**src/hw/rtl/ticker_hourly_trade_aggregator_defines.svh**
```systemverilog
// ----------------------------------------------------------------------------
// Ticker hourly trade aggregator: assertion macros
// Shared concurrent check forms, clocked on clk and disabled in reset.
// ----------------------------------------------------------------------------
`ifndef TICKER_HOURLY_TRADE_AGGREGATOR_DEFINES_SVH
`define TICKER_HOURLY_TRADE_AGGREGATOR_DEFINES_SVH

// Check that a condition implies a consequence in the same cycle.
`define HTA_ASSERT_SAME(lbl, ante, cons, msg) \
	lbl: assert property (@(posedge clk) disable iff (!arst_n) (ante) |-> (cons)) \
		else $error(msg);

// Check that a condition implies a consequence in the next cycle.
`define HTA_ASSERT_NEXT(lbl, ante, cons, msg) \
	lbl: assert property (@(posedge clk) disable iff (!arst_n) (ante) |=> (cons)) \
		else $error(msg);

`endif

```
**src/hw/rtl/hta_pkg.sv**
```systemverilog
// ----------------------------------------------------------------------------
// Ticker hourly trade aggregator package
// Sizes, status codes and the transaction and token types of the block.
// ----------------------------------------------------------------------------
package hta_pkg;

	localparam int TABLE_ENTRIES = 64;
	localparam int KEY_BYTES     = 8;
	localparam int USED_W        = $clog2(TABLE_ENTRIES + 1);

	localparam logic [63:0] KEY_MASK = (KEY_BYTES >= 8) ? {64{1'b1}} :
		((64'd1 << (8 * KEY_BYTES)) - 64'd1);

	typedef enum logic [1:0] {
		ST_NEW  = 2'd0,
		ST_ROLL = 2'd1,
		ST_FULL = 2'd2
	} status_t;

	typedef struct packed {
		logic [63:0] ticker_key;
		logic [4:0]  trade_hour;
		logic [15:0] trade_price;
		logic [15:0] trade_qty;
	} trade_t;

	typedef struct packed {
		logic [63:0] out_key;
		logic [4:0]  out_hour;
		logic [15:0] out_qty;
		logic [15:0] out_first_price;
		logic [15:0] out_last_price;
		status_t     out_status;
	} result_t;

	// Trade walking down the cell row, with the entry picked up on the way.
	typedef struct packed {
		logic        valid;
		logic        found;
		logic        inserted;
		logic        rise;
		logic [63:0] key;
		logic [4:0]  hour;
		logic [15:0] price;
		logic [15:0] qty;
		logic [4:0]  e_hour;
		logic [15:0] e_qty;
		logic [15:0] e_first;
		logic [15:0] e_last;
	} token_t;

endpackage

```
**src/hw/rtl/hta_cell.sv**
```systemverilog
// ----------------------------------------------------------------------------
// Ticker hourly trade aggregator: table cell
// Holds one ticker entry; updates or fills it as a trade token passes and
// hands the token to the next cell through a register.
// ----------------------------------------------------------------------------
module hta_cell (
	input  logic            clk,
	input  logic            arst_n,
	input  logic            occupied,
	input  logic            is_next,
	input  hta_pkg::token_t tok_in,
	output hta_pkg::token_t tok_out,
	output logic            insert
);

	logic [63:0] key_q;
	logic [4:0]  hour_q;
	logic [15:0] qty_q;
	logic [15:0] first_q;
	logic [15:0] last_q;

	logic        hit;
	logic        rise;
	logic [15:0] qty_sum;
	hta_pkg::token_t tok_nx;
	hta_pkg::token_t tok_q;
	logic        tok_vld_q;

	// Match against the stored key; fill only the first free entry on a miss
	assign hit     = tok_in.valid && occupied && (key_q == tok_in.key);
	assign insert  = tok_in.valid && is_next && !tok_in.found;
	assign rise    = tok_in.hour > hour_q;
	assign qty_sum = qty_q + tok_in.qty;

	// Build the token handed to the neighbor
	always_comb begin
		tok_nx = tok_in;
		if (hit) begin
			tok_nx.found   = 1'b1;
			tok_nx.rise    = rise;
			tok_nx.e_hour  = tok_in.hour;
			tok_nx.e_qty   = qty_sum;
			tok_nx.e_first = first_q;
			tok_nx.e_last  = tok_in.price;
		end else if (insert) begin
			tok_nx.found    = 1'b1;
			tok_nx.inserted = 1'b1;
			tok_nx.e_hour   = tok_in.hour;
			tok_nx.e_qty    = tok_in.qty;
			tok_nx.e_first  = tok_in.price;
			tok_nx.e_last   = tok_in.price;
		end
	end

	// Update the entry
	always_ff @(posedge clk) begin
		if (hit) begin
			hour_q <= tok_in.hour;
			qty_q  <= qty_sum;
			last_q <= tok_in.price;
		end else if (insert) begin
			key_q   <= tok_in.key;
			hour_q  <= tok_in.hour;
			qty_q   <= tok_in.qty;
			first_q <= tok_in.price;
			last_q  <= tok_in.price;
		end
	end

	// Advance the token
	always_ff @(posedge clk or negedge arst_n) begin
		if (!arst_n) begin
			tok_vld_q <= 1'b0;
		end else begin
			tok_vld_q <= tok_nx.valid;
		end
	end

	always_ff @(posedge clk) begin
		tok_q <= tok_nx;
	end

	always_comb begin
		tok_out       = tok_q;
		tok_out.valid = tok_vld_q;
	end

endmodule
```
**config.mk**
```make
export PLATFORM = sky130hd
export DESIGN_NAME = hta_cell
export DESIGN_NICKNAME = d
export VERILOG_FILES = /design/src/hw/rtl/ticker_hourly_trade_aggregator_defines.svh /design/src/hw/rtl/hta_pkg.sv /design/src/hw/rtl/hta_cell.sv
export SDC_FILE = /design/constraint.sdc
export NUM_CORES = 1
export LEC_CHECK = 0
export BUFFER_PORTS_ARGS = -buffer_cell sky130_fd_sc_hd__buf_4
export CAP_MARGIN = 20
export CORE_ASPECT_RATIO = 1.1
export CORE_MARGIN = 1
export CORE_UTILIZATION = 53
export CTS_CLUSTER_DIAMETER = 200
export DETAILED_ROUTE_END_ITERATION = 16
export HOLD_SLACK_MARGIN = 0.08
export PLACE_DENSITY = 0.91
export SLEW_MARGIN = 30
export SYNTH_ARGS = -nofsm -noshare
export SYNTH_HDL_FRONTEND = slang
export SYNTH_SLANG_ARGS = --single-unit
```
**constraint.sdc**
```tcl
create_clock -name clk -period 8.5 [get_ports clk]
set_input_delay 1.7 -clock clk [delete_from_list [all_inputs] [get_ports clk]]
set_output_delay 1.7 -clock clk [all_outputs]
set_load 0.005 [all_outputs]
```
### Word-level counts from Yosys, hierarchy flattened

Cells that the tools add are included.

* register bits: 259
* bits of input ports: 162

* magnitude comparators: 1
* reductions and logical operators: 8
* add/sub/neg operators: 1
* equality and inequality tests: 1
* muxes and demuxes: 9
* bitwise logic cells: 1

Operators with widths (count)
* 53-bit two-way mux: 2
* 64-bit == test: 1
* 16-bit two-way mux: 2
* 16-bit adder: 1
* 5-bit two-way mux: 2
* 5-bit greater-than comparator: 1
* 1-bit logical AND: 4
* 1-bit two-way mux: 3
* 2-bit AND reduction: 1
* 2-bit nonzero test: 1
* 2-bit OR reduction: 1
* 1-bit zero test: 1
* 1-bit inverter: 1

### Longest topological paths before layout

* depth in word-level cells: 4
* mapped depth: 9
* gate-level depth less buffers: 9

### Worst setup path before layout

Ideal clock, no wire load.

* path type: input to register
* start: input tok_in[100] (netlist bit)
* end: register first_q[0], enable pin
* setup slack: 3.794 ns
* setup time: 0.448 ns
* stages on the path: 7
* arrival: 4.258 ns
* required time: 8.052 ns
* cells stage by stage: inv_1 -> o2111a_1 -> nand4_1 -> nor4_1 -> nand3_2 -> buf_2 -> and2_1

* cells in the longest elaborated chain, start to end: 4

Ends and longest elaborated chain
* from (decl): line hta_cell.sv:11 `input hta_pkg::token_t tok_in,`
* 64-bit == test: line hta_cell.sv:30 `assign hit = tok_in.valid && occupied && (key_q == tok_in.key);`
* 1-bit logical AND: line hta_cell.sv:30
* 1-bit inverter (no source line)
* 2-bit AND reduction (no source line)
* to (signal assigned): line hta_cell.sv:65 `first_q <= tok_in.price;`
* to (decl): line hta_cell.sv:19 `logic [15:0] first_q;`

No other way between the ends.
A chain may end at the register's enable or synchronous reset.

### Worst setup path after layout

* start: input tok_in[157] (netlist bit)
* end: output insert

* cells in the longest elaborated chain, start to end: 2

Ends and longest elaborated chain
* 1-bit logical AND (2 in series): line hta_cell.sv:31 `assign insert = tok_in.valid && is_next && !tok_in.found;`
* to (decl): line hta_cell.sv:13 `output logic insert`

No other way between the ends.

==> reports/metrics.cfg <==
[status]
status = completed

[logic_synthesis]
ys.flop_type = dfxtp_1
syn_inst = 670
synth.distinct_cells = 53
synthArstFlopShare_pct = 0.386
avgSynthCellArea_sq_um = 13.6
synth.area.top_cells = dfxtp_1 35%, edfxtp_1 33%, mux2i_1 3.3%
synth.largest_area_cell = dfxtp_1
synth_edf_count = 101
synthDominantCellAreaShare_pct = 34.6
syn_area_sq_mm = 0.00909
ys_ff_latch = 259
synth.most_common_cell = dfxtp_1
ys_warn_count = 0
synth-seq-area-share_pct = 68.2
synth_nets = 853
netlist_top_cells_count = 157 x dfxtp_1, 101 x edfxtp_1, 50 x a21oi_1

[die]
initial_utilization_pct = 54.9
die_w_microns = 127
fp.coreArea_sq_mm = 0.0166
die_area_sq_mm = 0.0177
die_y_microns = 139
fp-row-count = 49
io_pins = 321

[grt]
antenna_found_initial = 0
grt_pass1_vias = 6798
grt_overflow = 0
grt_pass1_wl_mm = 36.6
track_usage_pct = 27.3
grt_max_degree = 87

[pwr]
p_comb_share_pct = 11.3
p_sw_share_pct = 22.8
seq_power_share_pct = 51.6
p_clk_share_pct = 37.2
ir_drop_uv = 199
p_sw_mw = 0.613
p_leak_nw = 5.53
power_density_mw_per_mm2 = 216
intPower_mw = 2.08

[timing]
rsz0062_at_grt = no
maxSlewHeadroom_pct = 44.8
finalSetupTns_ps = 0
maxSlewViolCount = 0
hold_viol = 0
min_period_ps = 4750
setup_viol = 0
fin_crit_sh_pct = 55.9
worst_pin_slew_ps = 808
timing.fmax_mhz = 210
hold_ws_ps = 493
finalClockSkew_ps = 14.5

[critical_path]
required_ps = 6800
path_buf_inv = 4
crit_slowest_cell = inv_2
arrival_ps = 3050
max_stage_delay_ps = 520
cp_common_cell = buf_4
crit_type = in -> out
end_kind = primary output
crit_family = buffers and inverters
cp_cell_sequence = buf_4, nand2_1, or2_1, buf_4, inv_2, buf_4
crit_fanout = 30
worst_setup_path_start_kind = primary input
r2r_slack_ps = 5190

[final_layout]
layout-drive-gt1-share_pct = 37.8
fin_util_pct = 75.1
fillers = 1012
final_nets = 1186
syn2layout_area_growth_pct = 36.8
n_antenna_cell = 0

[clocking]
path_clk_slew_ps = 60
clock_sinks = 259
cts_buffers = 25
cts_setup_buffers = 0
clock_path_buffers = 3
tritoncts = done
cts.repair.resized = 0
root_buffer = clkbuf_16
h-tree-depth = 1
clkLatencyLatePin_ps = 510
hold_buffers = 0

[drt]
drc = 0
drt-pass1-iter-count = 4
antenna_left = 0
drt_wl_total_mm = 24.4
drtIter0Drc = 411
drt-wirelength-per-cell_microns = 20.0
vias = 6501
vias_per_cell = 5.31

[placement]
place.gp.congestion = 0.884
portBuffers = 320
hpwl_mm = 17.1

[flow_run]
maxCapViolations = 0

[worst_hold_path]
hold_class = reg -> reg

[layout make-up]
class	instances	area, sq um	area share (%)
clock buffers	34	669	5.38
clock inverters	10	50.0	0.402
inverters	31	116	0.936
multi-input cells	362	2690	21.6
flip-flops and latches	259	6200	49.9
well taps	204	255	2.05
repair buffers	324	2460	19.8
[placed cells by master, fill, tap and decap left out, types with 3 or more instances in the layout]
| cell | count |
|---|---|
| buf_4 | 322 |
| clkbuf_16 | 25 |
| nor2_1 | 37 |
| o21ai_0 | 21 |
| a2111oi_0 | 4 |
| nor3_1 | 3 |
| nand2_1 | 24 |
| nand3_1 | 5 |
| ha_1 | 20 |
| nor2b_1 | 11 |
| clkinv_2 | 3 |
| mux2i_1 | 30 |
| nand4_1 | 9 |
| nor4_1 | 7 |
| mux2_4 | 17 |
| dfxtp_1 | 157 |
| mux2_2 | 7 |
| a21oi_1 | 50 |
| xor2_1 | 34 |
| inv_1 | 30 |
| a21o_1 | 6 |
| nand2b_1 | 12 |
| o22ai_1 | 3 |
| edfxtp_1 | 101 |
| o31ai_1 | 3 |
| clkinv_1 | 5 |
| xnor2_1 | 27 |
| clkbuf_1 | 8 |
[power groups by stage]
| stage | combinational, mW | clock, mW | sequential, mW |
|---|---|---|---|
| after floorplan | 0.112 | 0 | 1.41 |
| after global placement | 0.286 | 0 | 1.41 |
| after global routing | 0.326 | 1.06 | 1.39 |
| after detailed placement | 0.298 | 0 | 1.41 |
| after CTS | 0.303 | 1.01 | 1.39 |
| final | 0.303 | 0.999 | 1.39 |
[path summary, 6_finish.rpt]
check,from,end,cells past startpoint
setup / recovery,tok_in[157],insert,6
hold / removal,first_q[14],tok_out[30],2
setup reg to reg,key_q[58],hour_q[2],7
hold reg to reg,first_q[14],tok_out[30],2
max in group asynchronous,arst_n,tok_vld_q,1
min in group asynchronous,arst_n,tok_vld_q,1
[sequential cells by signal, summed over array words and instances (netlist names)]
signal / flops
hour_q: 5
tok_out: 157
qty_q: 16
first_q: 16
tok_vld_q: 1
key_q: 64
[metal layers]
layer,global-route usage [%],share of wire [%],up-vias
met5,0,0,-
met4,10.2,2.9,0
met3,6.84,8.2,51
met2,49.9,53,329
met1,30.3,36,3096
li1,-,-,3025
[worst reg2reg max path: stages, from the launching register on]
cell and delay, ps:
edfxtp_1 410, xor2_1 180, nor4_1 430, nand4_1 190, nor4_2 420, nand3_4 380
and2_1 310, inv_1 610
[cell families (layout without fill, tap and decap cells)]
| kind of cell | count (synthesis) | count (layout) | synth area share [%] |
|---|---|---|---|
| AO/OA/AOI/OAI | 105 | 105 | 6.88 |
| XOR/XNOR | 61 | 61 | 5.88 |
| adder cells (fa/ha/maj) | 21 | 21 | 2.97 |
| buffers and inverters | 49 | 399 | 2.38 |
| flip-flops | 259 | 259 | 68.2 |
| multiplexers | 54 | 54 | 6.98 |
| AND/OR/NAND/NOR | 121 | 121 | 6.72 |
[through the flow]
| stage | instance area [sq um] | instances | power [mW] | setup slack, ps |
|---|---|---|---|---|
| 3_3_place_gp | 11700 | 1178 | 1.69 | 3200 |
| 2_1_floorplan | 9090 | 670 | 1.53 | 3790 |
| 4_1_cts | 12400 | 1223 | 2.70 | 3660 |
| 6_report | 12400 | 1224 | 2.69 | 3750 |
| 3_5_place_dp | 11700 | 1179 | 1.71 | 3140 |
| 5_1_grt | 12400 | 1224 | 2.78 | 3670 |
Note: power is estimated with default switching activity, not from simulation.
